[src/rtl/assert_macros.svh]
// Assertion macros shared by the responder RTL; they expect clk and rst in scope.
`ifndef ASSERT_MACROS_SVH
`define ASSERT_MACROS_SVH

// A condition that must hold at every clock edge outside reset.
`define ASSERT_ALWAYS(name, expr) \
  name: assert property (@(posedge clk) disable iff (rst) (expr)) \
    else $error("assertion failed: condition does not hold");

// A condition that must hold at any edge where a trigger is seen.
`define ASSERT_IMPL(name, pre, post) \
  name: assert property (@(posedge clk) disable iff (rst) (pre) |-> (post)) \
    else $error("assertion failed: implication does not hold");

`endif

[src/rtl/ssr_pkg.sv]
// Types, constants and the CRC-8 helper shared by the responder modules.
package ssr_pkg;

  localparam int RX_LIMIT  = 64;
  localparam int CNT_W     = $clog2(RX_LIMIT + 1);
  localparam int REQ_LEN   = 4;
  localparam int REQ_IDX_W = $clog2(REQ_LEN);
  localparam int Q_DEPTH   = 2;
  localparam int CFG_IDX_W = 2;

  localparam logic [7:0] CRC_POLY  = 8'h07;
  localparam logic [7:0] LEN_LED   = 8'h01;
  localparam logic [7:0] LEN_ERR   = 8'h03;
  localparam logic [7:0] BYTE_ZERO = 8'h00;

  localparam logic [7:0] RST_LED_CMD    = 8'd1;
  localparam logic [7:0] RST_ERR_CMD    = 8'd255;
  localparam logic [7:0] RST_UNSUP_CODE = 8'd1;

  typedef enum logic [1:0] {
    OP_CS_FALL = 2'd0,
    OP_BYTE    = 2'd1,
    OP_CS_RISE = 2'd2
  } opcode_t;

  typedef enum logic [CFG_IDX_W-1:0] {
    CFG_LED_CMD    = 2'd0,
    CFG_ERR_CMD    = 2'd1,
    CFG_UNSUP_CODE = 2'd2
  } cfg_index_t;

  typedef struct packed {
    logic [7:0] led_cmd;
    logic [7:0] err_cmd;
    logic [7:0] unsup_code;
  } cfg_t;

  typedef enum logic [1:0] {
    CMD_NOP,
    CMD_START,
    CMD_END,
    CMD_BYTE
  } cmd_kind_t;

  // One classified event on its way from the front to the back.
  typedef struct packed {
    cmd_kind_t  kind;
    logic       eval;
    logic       ok;
    logic       value;
    logic [7:0] req0;
    logic [7:0] req3;
  } cmd_t;

  // Steps of the error-frame CRC, one byte per cycle after the head byte.
  typedef enum logic [2:0] {
    ECRC_IDLE,
    ECRC_LEN,
    ECRC_REQ0,
    ECRC_ZERO,
    ECRC_CODE
  } ecrc_state_t;

  // CRC-8, MSB first, over one more byte.
  function automatic logic [7:0] crc8_step(input logic [7:0] crc, input logic [7:0] data);
    logic [7:0] c;
    c = crc ^ data;
    for (int b = 0; b < 8; b++) begin
      c = c[7] ? ({c[6:0], 1'b0} ^ CRC_POLY) : {c[6:0], 1'b0};
    end
    return c;
  endfunction

endpackage

[src/rtl/ssr_if.sv]
// Request and result channel interfaces of the responder.
interface ssr_in_if;
  logic       valid;
  logic       ready;
  logic [1:0] opcode;
  logic [7:0] rx_byte;
  modport source(output valid, opcode, rx_byte, input ready);
  modport sink(input valid, opcode, rx_byte, output ready);
endinterface

interface ssr_out_if;
  logic       valid;
  logic       ready;
  logic [7:0] tx_byte;
  logic       irq_active;
  logic       led_write;
  logic       led_value;
  modport source(output valid, tx_byte, irq_active, led_write, led_value, input ready);
  modport sink(input valid, tx_byte, irq_active, led_write, led_value, output ready);
endinterface

[src/rtl/ssr_front.sv]
// Front end: accepts events, keeps the request bytes and checks the request.
`include "assert_macros.svh"

module ssr_front (
  input  logic           clk,
  input  logic           rst,
  ssr_in_if.sink         rx_chan,
  input  ssr_pkg::cfg_t  cfg,
  input  logic           q_full,
  output logic           push,
  output ssr_pkg::cmd_t  cmd
);

  logic [ssr_pkg::CNT_W-1:0] rx_count;
  logic [ssr_pkg::CNT_W-1:0] rx_count_next;
  logic [7:0]                req [ssr_pkg::REQ_LEN];
  logic [7:0]                eff [ssr_pkg::REQ_LEN];
  logic [7:0]                crc_acc;

  assign rx_chan.ready = !q_full;
  assign push          = rx_chan.valid && rx_chan.ready;

  assign rx_count_next = (rx_count < ssr_pkg::CNT_W'(ssr_pkg::RX_LIMIT)) ?
                         rx_count + ssr_pkg::CNT_W'(1) : rx_count;

  // The byte arriving now stands in for the entry it is about to fill.
  always_comb begin
    for (int i = 0; i < ssr_pkg::REQ_LEN; i++) begin
      eff[i] = (rx_count == ssr_pkg::CNT_W'(i)) ? rx_chan.rx_byte : req[i];
    end
  end

  always_comb begin
    cmd       = '0;
    cmd.kind  = ssr_pkg::CMD_NOP;
    cmd.value = eff[2][0];
    cmd.req0  = eff[0];
    cmd.req3  = eff[3];
    case (rx_chan.opcode)
      ssr_pkg::OP_CS_FALL: begin
        cmd.kind = ssr_pkg::CMD_START;
      end
      ssr_pkg::OP_CS_RISE: begin
        cmd.kind = ssr_pkg::CMD_END;
      end
      ssr_pkg::OP_BYTE: begin
        cmd.kind = ssr_pkg::CMD_BYTE;
        cmd.eval = (rx_count_next == ssr_pkg::CNT_W'(ssr_pkg::REQ_LEN));
        cmd.ok   = (eff[0] == cfg.led_cmd) && (eff[1] == ssr_pkg::LEN_LED) &&
                   (eff[2][7:1] == 7'd0) && (crc_acc == eff[3]);
      end
      default: begin
        cmd.kind = ssr_pkg::CMD_NOP;
      end
    endcase
  end

  always_ff @(posedge clk) begin
    if (rst) begin
      rx_count <= '0;
      crc_acc  <= '0;
    end else if (push) begin
      case (rx_chan.opcode)
        ssr_pkg::OP_CS_FALL: begin
          rx_count <= '0;
          crc_acc  <= '0;
        end
        ssr_pkg::OP_BYTE: begin
          rx_count <= rx_count_next;
          // The running CRC covers only the first three request bytes.
          if (rx_count < ssr_pkg::CNT_W'(ssr_pkg::REQ_LEN - 1)) begin
            crc_acc <= ssr_pkg::crc8_step(crc_acc, rx_chan.rx_byte);
          end
        end
        default: begin
        end
      endcase
    end
  end

  always_ff @(posedge clk) begin
    if (push && rx_chan.opcode == ssr_pkg::OP_BYTE &&
        rx_count < ssr_pkg::CNT_W'(ssr_pkg::REQ_LEN)) begin
      req[rx_count[ssr_pkg::REQ_IDX_W-1:0]] <= rx_chan.rx_byte;
    end
  end

  `ASSERT_ALWAYS(a_count_saturates, rx_count <= ssr_pkg::CNT_W'(ssr_pkg::RX_LIMIT))

endmodule

[src/rtl/ssr_queue.sv]
// Short command queue that decouples the front end from the back end.
`include "assert_macros.svh"

module ssr_queue (
  input  logic          clk,
  input  logic          rst,
  input  logic          push,
  input  ssr_pkg::cmd_t push_data,
  output logic          full,
  input  logic          pop,
  output logic          valid,
  output ssr_pkg::cmd_t head
);

  localparam int PTR_W = (ssr_pkg::Q_DEPTH > 1) ? $clog2(ssr_pkg::Q_DEPTH) : 1;
  localparam int CNT_W = $clog2(ssr_pkg::Q_DEPTH + 1);

  ssr_pkg::cmd_t    mem [ssr_pkg::Q_DEPTH];
  logic [PTR_W-1:0] wr_ptr;
  logic [PTR_W-1:0] rd_ptr;
  logic [CNT_W-1:0] count;

  assign full  = (count == CNT_W'(ssr_pkg::Q_DEPTH));
  assign valid = (count != '0);
  assign head  = mem[rd_ptr];

  always_ff @(posedge clk) begin
    if (rst) begin
      wr_ptr <= '0;
      rd_ptr <= '0;
      count  <= '0;
    end else begin
      if (push) begin
        wr_ptr <= (wr_ptr == PTR_W'(ssr_pkg::Q_DEPTH - 1)) ? '0 : wr_ptr + PTR_W'(1);
      end
      if (pop) begin
        rd_ptr <= (rd_ptr == PTR_W'(ssr_pkg::Q_DEPTH - 1)) ? '0 : rd_ptr + PTR_W'(1);
      end
      if (push && !pop) begin
        count <= count + CNT_W'(1);
      end else if (pop && !push) begin
        count <= count - CNT_W'(1);
      end
    end
  end

  always_ff @(posedge clk) begin
    if (push) begin
      mem[wr_ptr] <= push_data;
    end
  end

  `ASSERT_IMPL(a_no_overflow, push, !full)

endmodule

[src/rtl/ssr_back.sv]
// Back end: builds responses, hands out response bytes and drives the results.
`include "assert_macros.svh"

module ssr_back (
  input  logic          clk,
  input  logic          rst,
  input  ssr_pkg::cfg_t cfg,
  input  logic          q_valid,
  input  ssr_pkg::cmd_t cmd,
  output logic          pop,
  ssr_out_if.source     tx_chan
);

  localparam logic [2:0] ECHO_LEN = 3'd4;
  localparam logic [2:0] ERR_LEN  = 3'd6;
  localparam logic [2:0] CRC_POS  = 3'd5;

  logic                 resp_ready;
  logic [2:0]           resp_len;
  logic [2:0]           send_pos;
  logic                 irq;
  logic [7:0]           resp [5];
  logic [7:0]           err_crc;
  ssr_pkg::ecrc_state_t crc_step;
  ssr_pkg::ecrc_state_t crc_step_next;
  logic [7:0]           step_data;

  logic       out_valid;
  logic [7:0] out_tx;
  logic       out_irq;
  logic       out_lw;
  logic       out_lv;

  logic       out_free;
  logic       evaluate;
  logic       advance;
  logic [2:0] pos_inc;
  logic [7:0] pos_byte;
  logic [7:0] tx_calc;
  logic       irq_calc;
  logic       lw_calc;
  logic       lv_calc;

  assign out_free = !out_valid || tx_chan.ready;
  assign pop      = q_valid && out_free;

  assign evaluate = (cmd.kind == ssr_pkg::CMD_BYTE) && cmd.eval && !resp_ready;
  assign advance  = (cmd.kind == ssr_pkg::CMD_BYTE) && !evaluate && resp_ready &&
                    (resp_len != 3'd0);
  assign pos_inc  = (send_pos < resp_len) ? send_pos + 3'd1 : send_pos;

  always_comb begin
    case (pos_inc)
      3'd0:    pos_byte = resp[0];
      3'd1:    pos_byte = resp[1];
      3'd2:    pos_byte = resp[2];
      3'd3:    pos_byte = resp[3];
      3'd4:    pos_byte = resp[4];
      CRC_POS: pos_byte = err_crc;
      default: pos_byte = ssr_pkg::BYTE_ZERO;
    endcase
  end

  always_comb begin
    tx_calc  = ssr_pkg::BYTE_ZERO;
    irq_calc = irq;
    lw_calc  = 1'b0;
    lv_calc  = 1'b0;
    case (cmd.kind)
      ssr_pkg::CMD_START, ssr_pkg::CMD_END: begin
        irq_calc = 1'b0;
      end
      ssr_pkg::CMD_BYTE: begin
        if (evaluate) begin
          tx_calc  = cmd.ok ? cfg.led_cmd : cfg.err_cmd;
          irq_calc = 1'b1;
          lw_calc  = cmd.ok;
          lv_calc  = cmd.ok && cmd.value;
        end else if (advance) begin
          tx_calc = (pos_inc < resp_len) ? pos_byte : ssr_pkg::BYTE_ZERO;
        end
      end
      default: begin
      end
    endcase
  end

  // Session and response control.
  always_ff @(posedge clk) begin
    if (rst) begin
      resp_ready <= 1'b0;
      resp_len   <= '0;
      send_pos   <= '0;
      irq        <= 1'b0;
    end else if (pop) begin
      irq <= irq_calc;
      case (cmd.kind)
        ssr_pkg::CMD_START, ssr_pkg::CMD_END: begin
          resp_ready <= 1'b0;
          resp_len   <= '0;
          send_pos   <= '0;
        end
        ssr_pkg::CMD_BYTE: begin
          if (evaluate) begin
            resp_ready <= 1'b1;
            resp_len   <= cmd.ok ? ECHO_LEN : ERR_LEN;
            send_pos   <= '0;
          end else if (advance) begin
            send_pos <= pos_inc;
          end
        end
        default: begin
        end
      endcase
    end
  end

  always_ff @(posedge clk) begin
    if (pop && evaluate) begin
      if (cmd.ok) begin
        resp[0] <= cfg.led_cmd;
        resp[1] <= ssr_pkg::LEN_LED;
        resp[2] <= {7'd0, cmd.value};
        // A valid request carries the CRC of the same three bytes.
        resp[3] <= cmd.req3;
      end else begin
        resp[0] <= cfg.err_cmd;
        resp[1] <= ssr_pkg::LEN_ERR;
        resp[2] <= cmd.req0;
        resp[3] <= ssr_pkg::BYTE_ZERO;
        resp[4] <= cfg.unsup_code;
      end
    end
  end

  // The error-frame CRC steps through the length, request, zero and code bytes once
  // the frame is built, and is done before the fifth later byte can ask for it.
  always_comb begin
    crc_step_next = crc_step;
    if (pop && evaluate && !cmd.ok) begin
      crc_step_next = ssr_pkg::ECRC_LEN;
    end else begin
      case (crc_step)
        ssr_pkg::ECRC_LEN:  crc_step_next = ssr_pkg::ECRC_REQ0;
        ssr_pkg::ECRC_REQ0: crc_step_next = ssr_pkg::ECRC_ZERO;
        ssr_pkg::ECRC_ZERO: crc_step_next = ssr_pkg::ECRC_CODE;
        ssr_pkg::ECRC_CODE: crc_step_next = ssr_pkg::ECRC_IDLE;
        default:            crc_step_next = crc_step;
      endcase
    end
  end

  always_comb begin
    case (crc_step)
      ssr_pkg::ECRC_LEN:  step_data = ssr_pkg::LEN_ERR;
      ssr_pkg::ECRC_REQ0: step_data = resp[2];
      ssr_pkg::ECRC_ZERO: step_data = ssr_pkg::BYTE_ZERO;
      ssr_pkg::ECRC_CODE: step_data = resp[4];
      default:            step_data = ssr_pkg::BYTE_ZERO;
    endcase
  end

  always_ff @(posedge clk) begin
    if (rst) begin
      crc_step <= ssr_pkg::ECRC_IDLE;
    end else begin
      crc_step <= crc_step_next;
    end
  end

  always_ff @(posedge clk) begin
    if (pop && evaluate && !cmd.ok) begin
      err_crc <= ssr_pkg::crc8_step(ssr_pkg::BYTE_ZERO, cfg.err_cmd);
    end else if (crc_step != ssr_pkg::ECRC_IDLE) begin
      err_crc <= ssr_pkg::crc8_step(err_crc, step_data);
    end
  end

  // Result register.
  always_ff @(posedge clk) begin
    if (rst) begin
      out_valid <= 1'b0;
    end else if (pop) begin
      out_valid <= 1'b1;
    end else if (tx_chan.ready) begin
      out_valid <= 1'b0;
    end
  end

  always_ff @(posedge clk) begin
    if (pop) begin
      out_tx  <= tx_calc;
      out_irq <= irq_calc;
      out_lw  <= lw_calc;
      out_lv  <= lv_calc;
    end
  end

  assign tx_chan.valid      = out_valid;
  assign tx_chan.tx_byte    = out_tx;
  assign tx_chan.irq_active = out_irq;
  assign tx_chan.led_write  = out_lw;
  assign tx_chan.led_value  = out_lv;

  `ASSERT_ALWAYS(a_pos_within_len, send_pos <= resp_len)
  `ASSERT_ALWAYS(a_irq_tracks_ready, irq == resp_ready)
  `ASSERT_IMPL(a_ready_len, resp_ready, resp_len == ECHO_LEN || resp_len == ERR_LEN)

endmodule

[src/rtl/spi_slave_command_responder_top.sv]
// Top level of the SPI slave command responder: configuration and the three parts.
//
//   channel   dir  handshake     payload
//   rx_chan   in   valid/ready   opcode, rx_byte
//   tx_chan   out  valid/ready   tx_byte, irq_active, led_write, led_value
//   cfg       in   cfg_we        cfg_index, cfg_data
//
// One event is accepted per clock while the queue is not full; each yields one
// result. The front registers the classified event into a two-entry queue, and
// the back turns the queue head into the result register.
// Reset (rst, synchronous) clears counters, flags and queue, and loads the
// configuration defaults. A stalled result holds the back, and a full queue
// drops rx_chan.ready.

module spi_slave_command_responder_top (
  input  logic                           clk,
  input  logic                           rst,
  ssr_in_if.sink                         rx_chan,
  ssr_out_if.source                      tx_chan,
  input  logic                           cfg_we,
  input  logic [ssr_pkg::CFG_IDX_W-1:0]  cfg_index,
  input  logic [7:0]                     cfg_data
);

  ssr_pkg::cfg_t cfg;
  ssr_pkg::cmd_t push_cmd;
  ssr_pkg::cmd_t head_cmd;
  logic          push;
  logic          pop;
  logic          q_full;
  logic          q_valid;

  always_ff @(posedge clk) begin
    if (rst) begin
      cfg.led_cmd    <= ssr_pkg::RST_LED_CMD;
      cfg.err_cmd    <= ssr_pkg::RST_ERR_CMD;
      cfg.unsup_code <= ssr_pkg::RST_UNSUP_CODE;
    end else if (cfg_we) begin
      case (cfg_index)
        ssr_pkg::CFG_LED_CMD:    cfg.led_cmd    <= cfg_data;
        ssr_pkg::CFG_ERR_CMD:    cfg.err_cmd    <= cfg_data;
        ssr_pkg::CFG_UNSUP_CODE: cfg.unsup_code <= cfg_data;
        default: begin
        end
      endcase
    end
  end

  ssr_front u_front (
    .clk     (clk),
    .rst     (rst),
    .rx_chan (rx_chan),
    .cfg     (cfg),
    .q_full  (q_full),
    .push    (push),
    .cmd     (push_cmd)
  );

  ssr_queue u_queue (
    .clk       (clk),
    .rst       (rst),
    .push      (push),
    .push_data (push_cmd),
    .full      (q_full),
    .pop       (pop),
    .valid     (q_valid),
    .head      (head_cmd)
  );

  ssr_back u_back (
    .clk     (clk),
    .rst     (rst),
    .cfg     (cfg),
    .q_valid (q_valid),
    .cmd     (head_cmd),
    .pop     (pop),
    .tx_chan (tx_chan)
  );

endmodule

[src/flat_wrapper.sv]
// flat-port wrapper written by rule: the top's interface ports become plain ports
module spi_slave_command_responder_top_flat 
  (clk, rst, cfg_we, cfg_index, cfg_data, rx_chan_valid, rx_chan_opcode, rx_chan_rx_byte, rx_chan_ready, tx_chan_valid, tx_chan_tx_byte, tx_chan_irq_active, tx_chan_led_write, tx_chan_led_value, tx_chan_ready);
  ssr_in_if rx_chan_i ();
  ssr_out_if tx_chan_i ();
  input  logic clk;
  input  logic rst;
  input  logic cfg_we;
  input  logic [ssr_pkg::CFG_IDX_W-1:0] cfg_index;
  input  logic [7:0] cfg_data;
  input wire logic [$bits(rx_chan_i.valid)-1:0] rx_chan_valid;
  input wire logic [$bits(rx_chan_i.opcode)-1:0] rx_chan_opcode;
  input wire logic [$bits(rx_chan_i.rx_byte)-1:0] rx_chan_rx_byte;
  output wire logic [$bits(rx_chan_i.ready)-1:0] rx_chan_ready;
  output wire logic [$bits(tx_chan_i.valid)-1:0] tx_chan_valid;
  output wire logic [$bits(tx_chan_i.tx_byte)-1:0] tx_chan_tx_byte;
  output wire logic [$bits(tx_chan_i.irq_active)-1:0] tx_chan_irq_active;
  output wire logic [$bits(tx_chan_i.led_write)-1:0] tx_chan_led_write;
  output wire logic [$bits(tx_chan_i.led_value)-1:0] tx_chan_led_value;
  input wire logic [$bits(tx_chan_i.ready)-1:0] tx_chan_ready;
  assign rx_chan_i.valid = rx_chan_valid;
  assign rx_chan_i.opcode = rx_chan_opcode;
  assign rx_chan_i.rx_byte = rx_chan_rx_byte;
  assign rx_chan_ready = rx_chan_i.ready;
  assign tx_chan_valid = tx_chan_i.valid;
  assign tx_chan_tx_byte = tx_chan_i.tx_byte;
  assign tx_chan_irq_active = tx_chan_i.irq_active;
  assign tx_chan_led_write = tx_chan_i.led_write;
  assign tx_chan_led_value = tx_chan_i.led_value;
  assign tx_chan_i.ready = tx_chan_ready;
  spi_slave_command_responder_top u_core (.clk(clk), .rst(rst), .rx_chan(rx_chan_i), .tx_chan(tx_chan_i), .cfg_we(cfg_we), .cfg_index(cfg_index), .cfg_data(cfg_data));
endmodule
[config.mk]
export PLATFORM = sky130hd
export DESIGN_NAME = spi_slave_command_responder_top_flat
export DESIGN_NICKNAME = d
export VERILOG_FILES = /design/src/rtl/ssr_pkg.sv /design/src/rtl/ssr_if.sv /design/src/rtl/ssr_front.sv /design/src/rtl/ssr_queue.sv /design/src/rtl/ssr_back.sv /design/src/rtl/spi_slave_command_responder_top.sv /design/src/flat_wrapper.sv
export VERILOG_INCLUDE_DIRS = /design/src /design/src/rtl
export SDC_FILE = /design/constraint.sdc
export NUM_CORES = 1
export LEC_CHECK = 0
export BUFFER_PORTS_ARGS = -buffer_cell sky130_fd_sc_hd__buf_4
export CORE_MARGIN = 1.5
export CORE_UTILIZATION = 45
export DETAILED_ROUTE_END_ITERATION = 6
export GPL_ROUTABILITY_DRIVEN = 0
export GPL_TIMING_DRIVEN = 0
export HOLD_SLACK_MARGIN = 0.03
export PLACE_DENSITY = 0.65
export RECOVER_POWER = 50
export SLEW_MARGIN = 20
export SYNTH_ARGS = -nofsm -noshare
export SYNTH_HDL_FRONTEND = slang
export SYNTH_SLANG_ARGS = --single-unit
[constraint.sdc]
create_clock -name clk -period 4.04 [get_ports clk]
set_input_delay 0.808 -clock clk [delete_from_list [all_inputs] [get_ports clk]]
set_output_delay 0.808 -clock clk [all_outputs]
set_load 0.05 [all_outputs]
Yosys cells after proc, flatten, opt, wreduce, memory -nomap -nowiden
Memories as Yosys holds them, arrays and structs flattened. A register that Yosys moved wholly into a read port is not among the register bits.
Cells that the tools add are included.
W data, S select, Z words.
Storage, ports and cells
  register bits: 74
  bits in writable memories: 114
  bits of input ports: 25
  output and inout port bits: 13
  word-level logic and storage cells: 218
  memories: 3
Memory list
  u_core.u_queue.mem: depth 2, width 21, read ports 1, clocked after memory_dff 1, write ports 1, line ssr_queue.sv:18  | ssr_pkg::cmd_t mem [ssr_pkg::Q_DEPTH];
  u_core.u_back.resp: depth 5, width 8, read ports 5, clocked after memory_dff 0, write ports 5, line ssr_back.sv:22  | logic [7:0] resp [5];
  u_core.u_front.req: depth 4, width 8, read ports 4, clocked after memory_dff 0, write ports 1, line ssr_front.sv:16  | logic [7:0] req [ssr_pkg::REQ_LEN];
Cells by class
  add/subtract/negate cells: 6
  order comparisons: 5
  eq/ne operators: 27
  muxes and demuxes: 77
  bitwise gates (word level): 30
  reduce and logical (&&, ||, !) cells: 50
Operators with widths (count)
  $mux W8: 15
  $mux W3: 28
  $not A3 Y3: 24
  $pmux W8 S6: 1
  $pmux W8 S3: 1
  $mux W1: 19
  $logic_and A1 B1 Y1: 17
  $eq A8 B8 Y1: 2
  $pmux W8 S2: 1
  $xor A8 B8 Y8: 2
  $eq A7 B2 Y1 const B: 2
  $logic_not A7 Y1: 2
  $pmux W7 S2: 1
  $eq A3 B2 Y1 const B: 4
  $pmux W3 S2: 2
  $pmux W3 S4: 1
  $reduce_bool A2 Y1: 6
  $eq A2 B2 Y1 const B: 5
  $reduce_and A2 Y1: 5
  $eq A3 B3 Y1 const B: 3
  $reduce_and A3 Y1: 3
  $eq A8 B1 Y1 const B: 1
  $mux W2: 4
  $add A7 B1 Y7 const B: 1
  other kinds (26): 45

Depth between registers and ports, before layout
Gate-level depths: netlist of run 1.
  word-level depth: 21
  mapped depth: 11
  depth with buffers taken out: 10

Cells and area by module
From an unflattened synthesis of run 1, not the netlist that was laid out.
Second synthesis, totals
  cell total of the unflattened synthesis: 734
  area total of the unflattened synthesis: 8933.6 um^2
By module, submodules not included
  ssr_back: times used 1, cells each 284, area each 3470.8 um^2, seq. area each 1761.7 um^2
  ssr_front: times used 1, cells each 266, area each 2757.6 um^2, seq. area each 1261.2 um^2
  ssr_queue: times used 1, cells each 87, area each 1717.9 um^2, seq. area each 1361.3 um^2
  spi_slave_command_responder_top: times used 1, cells each 97, area each 987.2 um^2, seq. area each 480.5 um^2

Worst setup path after synthesis of run 1
No wires, ideal clock.
  path type: register -> register
  start: reg (tool-made name)
  end: mem u_core.u_back.resp[4][0] (netlist: u_core.u_back.resp[0][32]), enable pin
  setup time: 0.376 ns
  arrival: 3.263 ns
  data required time: 3.664 ns
  slack: 0.400 ns
  cell stages (with the launch flop): 10
  buffers on the path: 2
  clock period less this slack: 3.640 ns
  cell sequence: dfxtp_1 buf_2 mux2i_1 inv_1 ha_1 nand3_1 nor2_1 nand2_1 inv_1 clkbuf_1
RTL lines (line)
  to (decl): ssr_back.sv:22

==> results of run 1 <==
kinds of logic (layout without fill, tap and decap cells):
family          count (synthesis)  in the layout  synth area share (%)
simple gates                  231            232                  13.4
flops                         180            180                  56.9
compound gates                105            105                  7.81
mux                            77             77                  9.65
xor+xnor                       72             72                  7.96
buf+inv                        55            125                  2.59
fa+ha+maj                      12             12                  1.76
worst max-delay path, cell delays in order, from the launching register on:
cell and delay (ns):
dfxtp_1 0.37, buf_2 0.33, mux2i_1 0.17, inv_1 0.09
ha_1 0.24, nand3_1 0.31, nor2_4 0.47, nand2_1 0.22
inv_1 0.22, clkdlybuf4s15_1 0.71, nor2_1 0.13
synthesized netlist by cell type (19+ instances only):
library cell	n	share of area [%]
edfxtp_1	126	44
nor2_1	73	3.2
nand2_1	71	3.1
dfxtp_1	54	13
mux2i_1	51	6.0
xnor2_1	34	3.5
xor2_1	34	3.5
a21oi_1	33	1.9
o21ai_0	25	1.5
mux2_2	24	3.2
nand3b_1	23	2.0
inv_1	21	0.92
clkbuf_1	19	0.83
layout make-up:
type                            count  area (um2)  share of cell area (%)
Inverter                           21        78.8                   0.823
Clock inverter                     15         121                    1.27
Clock buffer                       17         425                    4.44
Buffer                             34         149                    1.56
Sequential cell                   180        4860                    50.8
Multi-Input combinational cell    498        3450                    36.0
Timing Repair Buffer               38         195                    2.04
Tap cell                          234         293                    3.06
flip-flops by register name, indices dropped and copies added, names as in the netlist, 7 cells and up, named ones only:
name                           flops
u_core.cfg                        24
u_core.u_back.err_crc              8
u_core.u_back.resp                33
u_core.u_back.tx_chan.tx_byte      8
u_core.u_front.crc_acc             8
u_core.u_front.req                32
u_core.u_front.rx_count            7
u_core.u_queue.mem                42
per-layer routing:
layer,vias to the layer above,routed length (um),track usage [%]
met5,-,0,0
met4,0,628,8.72
li1,2749,-,-
met2,172,9810,35.2
met1,2744,8540,25.9
met3,34,850,4.45
stage by stage:
| step | hold WS, ns | cells |
|---|---|---|
| 2_1_floorplan | 0.408 | 732 |
| 3_3_place_gp | 0.424 | 1003 |
| 3_5_place_dp | 0.424 | 1004 |
| 4_1_cts | 0.441 | 1036 |
| 5_1_grt | 0.446 | 1037 |
| 6_report | 0.443 | 1037 |
power by group through the flow:
stage | registers, mW | clock network, mW | logic [mW]
CTS | 2.35 | 1.57 | 1.37
floorplan | 2.53 | 0 | 0.836
detailed placement | 2.39 | 0 | 1.37
finish | 2.35 | 1.55 | 1.33
global route | 2.37 | 1.64 | 1.44
global placement | 2.39 | 0 | 1.31
worst min path at each step:
stage | startpoint | to | slack [ns]
after detailed placement | u_core.cfg[2] | u_core.u_back.resp[0][34] | 0.42
final | u_core.cfg[0] | u_core.u_back.resp[0][32] | 0.44
after CTS | u_core.cfg[2] | u_core.u_back.resp[0][34] | 0.44
after global routing | u_core.cfg[2] | u_core.u_back.resp[0][34] | 0.45
after global placement | u_core.cfg[6] | u_core.u_back.resp[0][38] | 0.42
after floorplan | u_core.cfg[1] | u_core.u_back.resp[0][33] | 0.41
repair_timing:
item / CTS / global route
resized for setup: 0 / 2
hold endpoints to repair: 0 / 0
buffers inserted: 0 / 0
endpoints found under the setup margin: 0 / 18
hold buffers: 0 / 0
==> impl_metrics.yaml, run 1 <==
cells_and_area:
  nNetsFinal: 827
  antenna_cells: 0
  fillers: 1633
  final_core_util_pct: 51.3
  drive_gt1_share_pct: 9.46
  fin_area_mm2: 0.00957
  final_cell_mix: "126 x edfxtp_1, 72 x nor2_1, 71 x nand2_1"
  area_growth_pct: 11.9
  mostFrequentLayoutCell: "edfxtp_1"
grt:
  antenna_found_initial: 0
  grt_pass1_wl_mm: 31.0
  grt_max_degree: 28
  gr-total-overflow: 0
  first_global_vias: 5710
  grt_usage_pct: 20.8
synth:
  synth_seq_area_share_pct: 56.9
  ys_ff_latch: 180
  synthCells: 732
  netlist-cell-type-count: 61
  synth.cell_area_mm2: 0.00855
  synth_area_per_cell_um2: 11.7
  synth_warnings: 0
  synthArstFlopShare_pct: 0
  synth_nets: 769
  synthFlopType: "edfxtp_1"
  synth_edf_count: 126
timing:
  timing.final.crit_period_ns: 3.55
  fin_crit_sh_pct: 87.9
  setup_tns_ns: 0
  relSlewSlack_pct: -4.14
  fin_ws_ns: 0.487
  skew_ns: 0.0105
  grt_setup_unrepaired: "false"
  hold_viol_final: 0
  slew_viol_final: 9
  fmax_ghz: 0.281
  finalSetupViolCount: 0
  worst_slew_pin_slew_ns: 1.55
clock_tree:
  cts_buffer_depth: 2
  cts_tree: "built"
  htreeDepth: 4
  clk_pin_slew_ns: 0.07
  clock_sinks: 180
  cts_root_buf: "clkbuf_16"
  clk_latency_ns: 0.44
  cts-buffers-inserted: 17
detailed_routing:
  drt_wl_total_mm: 19.8
  antenna_left: 0
  via_count: 5699
  wl_per_cell_um: 19.1
  firstDrtPassIters: 7
  via_per_inst: 5.50
  drtIter0Drc: 493
  drc: 1
critical_path:
  worstSetupStartpointType: "register"
  cp-endpoint: "u_core.u_back.resp[0][28]"
  r2r_cells: 10
  arrival_ns: 3.71
  required_ns: 4.19
  r2r_slack_ns: 0.49
  worst-path-max-fanout: 18
  crit_type: "reg2reg"
  r2r-end: "u_core.u_back.resp[0][28]"
  worstSetupEndpointType: "register"
pwr:
  cellInternalPower_mw: 3.52
  switching_share_pct: 32.7
  peakVddDrop_mv: 0.356
  clkPwrFrac_pct: 29.6
  seqPwrFrac_pct: 45.0
  p_per_area_mw_per_mm2: 546
  p_leak_nw: 3.50
  power_frac_comb_pct: 25.4
  switchingPower_mw: 1.71
  p_total_mw: 5.23
floorplanning:
  rows: 50
  num_io_pins: 38
  die_w_um: 141
  core_area_mm2: 0.0186
  die_area_mm2: 0.0198
  die_h_um: 141
  initial_core_util_pct: 45.9
outcome:
  status: "complete, but fails checks"
  violations: "DRC, capacitance limit, slew limit"
min_path:
  worstHoldPathType: "reg2reg"
  hold_path_depth: 0
placement:
  port_buffers: 37
  hpwlAfterDp_mm: 14.6
  place_worst_setup_slack_ns: 0.226
  placed_area_mm2: 0.00915
flow_run:
  drv_cap: 1
Power figures use the tool's default switching activity.
==> run 2, diff against run 1 <==
Settings changed: ABC_AREA from default to 1.
==> run 2 against run 1 <==
- the flow finishes with violations (capacitance limit, slew limit)
- hold slack worse by 0.0083 ns
- sequential share of layout area is 3.3 points lower
- clock power is 7% higher
- die area is 6.8% higher
- flip-flop and latch count stayed put
- critical endpoint is now u_core.u_back.err_crc[4]
- largest cell class unchanged
- largest power group unchanged
==> impl_metrics.yaml, run 2 <==
outcome:
  status: "complete, but fails checks"
  violations: "capacitance limit, slew limit"
critical_path:
  worstSetupEndpointType: "register"
  arrival_ns: 3.66
  required_ns: 4.12
  worst-path-max-fanout: 26
  r2r-end: "u_core.u_back.err_crc[4]"
  r2r_slack_ns: 0.45
  crit_type: "reg2reg"
  r2r_cells: 12
  worstSetupStartpointType: "register"
floorplanning:
  die_h_um: 146
  initial_core_util_pct: 46.4
  die_w_um: 146
  core_area_mm2: 0.0197
  num_io_pins: 38
  die_area_mm2: 0.0212
  rows: 51
detailed_routing:
  drtIter0Drc: 667
  wl_per_cell_um: 15.7
  antenna_left: 0
  drt_wl_total_mm: 21.5
  via_per_inst: 5.08
  firstDrtPassIters: 6
  drc: 0
  via_count: 6967
timing:
  timing.final.crit_period_ns: 3.59
  fin_crit_sh_pct: 88.8
  relSlewSlack_pct: -24.4
  finalSetupViolCount: 0
  setup_tns_ns: 0
  fin_ws_ns: 0.454
  skew_ns: 0.0118
  hold_viol_final: 0
  slew_viol_final: 23
  grt_setup_unrepaired: "false"
  fmax_ghz: 0.279
  worst_slew_pin_slew_ns: 1.86
cells_and_area:
  final_core_util_pct: 51.9
  antenna_cells: 0
  final_cell_mix: "321 x nand2_1, 126 x edfxtp_1, 93 x inv_1"
  drive_gt1_share_pct: 12.8
  area_growth_pct: 11.8
  mostFrequentLayoutCell: "nand2_1"
  nNetsFinal: 1130
  largest_register_ff_count: 42
  fillers: 1837
  regMostFlops: "u_core.u_queue.mem"
min_path:
  min_from: "u_core.cfg[5]"
  whs_endpoint: "u_core.u_back.resp[0][37]"
  hold_path_depth: 0
  worstHoldPathType: "reg2reg"
clock_tree:
  clk_latency_ns: 0.43
  cts_tree: "built"
  cts_root_buf: "clkbuf_16"
  cts_buffer_depth: 2
  hold_buffers: 0
  cts-buffers-inserted: 17
  cts_setup_buffers: 0
  clock_sinks: 180
  post_cts_resized: 0
  htreeDepth: 4
  clk_pin_slew_ns: 0.06
synth:
  ys_ff_latch: 180
  synth_top_cell_by_area: "edfxtp_1"
  synth_warnings: 0
  synth_seq_area_share_pct: 53.2
  synthCells: 1036
  synth.top_cells.by_area: "edfxtp_1 41%, nand2_1 13%, dfxtp_1 12%, nand3_1 4.7%, inv_1 3.8%"
  synth_most_common_cell: "nand2_1"
  synthArstFlopShare_pct: 0
  synth_area_per_cell_um2: 8.83
  synth_edf_count: 126
  synth_nets: 1073
  synthTopCellsByCount: "312 x nand2_1, 126 x edfxtp_1, 92 x inv_1"
  netlist-cell-type-count: 43
  synthFlopType: "edfxtp_1"
  netlist.area_leader.share_pct: 41.4
  synth.cell_area_mm2: 0.00915
grt:
  grt_pass1_wl_mm: 34.2
  grt_max_degree: 27
  first_global_vias: 6485
  antenna_found_initial: 0
  gr-total-overflow: 0
  grt_usage_pct: 21.1
pwr:
  p_total_mw: 6.12
  p_leak_nw: 4.31
  peakVddDrop_mv: 0.420
  p_per_area_mw_per_mm2: 598
placement:
  place_worst_setup_slack_ns: 0.430
  hpwlAfterDp_mm: 16.1
  port_buffers: 37
flow_run:
  drv_cap: 1
## run 2: cell types whose count changed after synthesis, moves of 14 or more
cell / delta
nand2_1: +241
mux2_2: -23
o21ai_0: +20
a21oi_1: +18
inv_1: +71
nand2_4: +14
nand2_2: +27
mux2i_1: -50
nor2_1: -18
nand3b_1: -18
nand3_1: +78
xnor2_1: -24
xor2_1: -16
## run 2: worst max-delay path by stage
stage	startpoint	end	slack, ns
floorplan	register	u_core.u_back.err_crc[0]	1.34
global placement	register	u_core.u_back.err_crc[2]	0.44
detailed placement	register	u_core.u_back.err_crc[2]	0.43
CTS	register	u_core.u_back.err_crc[4]	0.41
global route	register	u_core.u_back.resp[0][16]	0.14
finish	register	u_core.u_back.err_crc[4]	0.45
## run 2: stage by stage
stage	area, um2	std cells	hold WS, ns
2_1_floorplan	9150	1036	0.409
5_1_grt	10200	1371	0.454
3_5_place_dp	9780	1339	0.421
6_report	10200	1371	0.434
3_3_place_gp	9760	1338	0.420
4_1_cts	10400	1371	0.440
## run 2: power breakdown
group | switching (mW) | internal (mW) | leakage, nW
Combinational | 1.43 | 0.583 | 2.39
Sequential | 0.128 | 2.32 | 1.61
Clock | 0.694 | 0.961 | 0.306
## run 2: metal layers
| metal | share of wire (%) | global-route usage, % | up-vias |
|---|---|---|---|
| li1 | - | - | 3546 |
| met1 | 46 | 27.7 | 3196 |
| met2 | 47 | 34.1 | 185 |
| met3 | 5.1 | 4.33 | 40 |
| met4 | 2.7 | 8.42 | 0 |
| met5 | 0 | 0 | - |
## run 2: area by class of cell
cell class | instances | area (um2) | share of cell area [%]
plain buffers | 23 | 144 | 1.41
well taps | 265 | 332 | 3.24
multi-input cells | 728 | 3670 | 35.8
clock inverters | 8 | 55.1 | 0.538
flip-flops and latches | 180 | 4860 | 47.5
inverters | 105 | 394 | 3.85
clock buffers | 24 | 551 | 5.38
repair buffers | 38 | 225 | 2.20
## run 2: cells by family (layout without fill, tap and decap cells)
logic type               count (synthesis)  count (layout)  synth area share (%)
AO/OA/AOI/OAI                          125             125                  7.48
buffers and inverters                  128             198                  6.06
multiplexers                             2               2                 0.232
AND/OR/NAND/NOR                        561             561                  28.7
XOR/XNOR                                28              28                  2.68
adder cells (fa/ha/maj)                 12              12                  1.64
flip-flops                             180             180                  53.2
## run 2: worst max-delay path: stages (launching register included)
cell and delay, ns:
dfxtp_1 0.38, clkbuf_1 0.49, o21ai_0 0.23, inv_1 0.09, ha_1 0.25, inv_1 0.09
nor3_2 0.28, nand2_2 0.14, inv_2 0.47, nand2_2 0.13, buf_6 0.18, buf_6 0.15
nand3_1 0.34
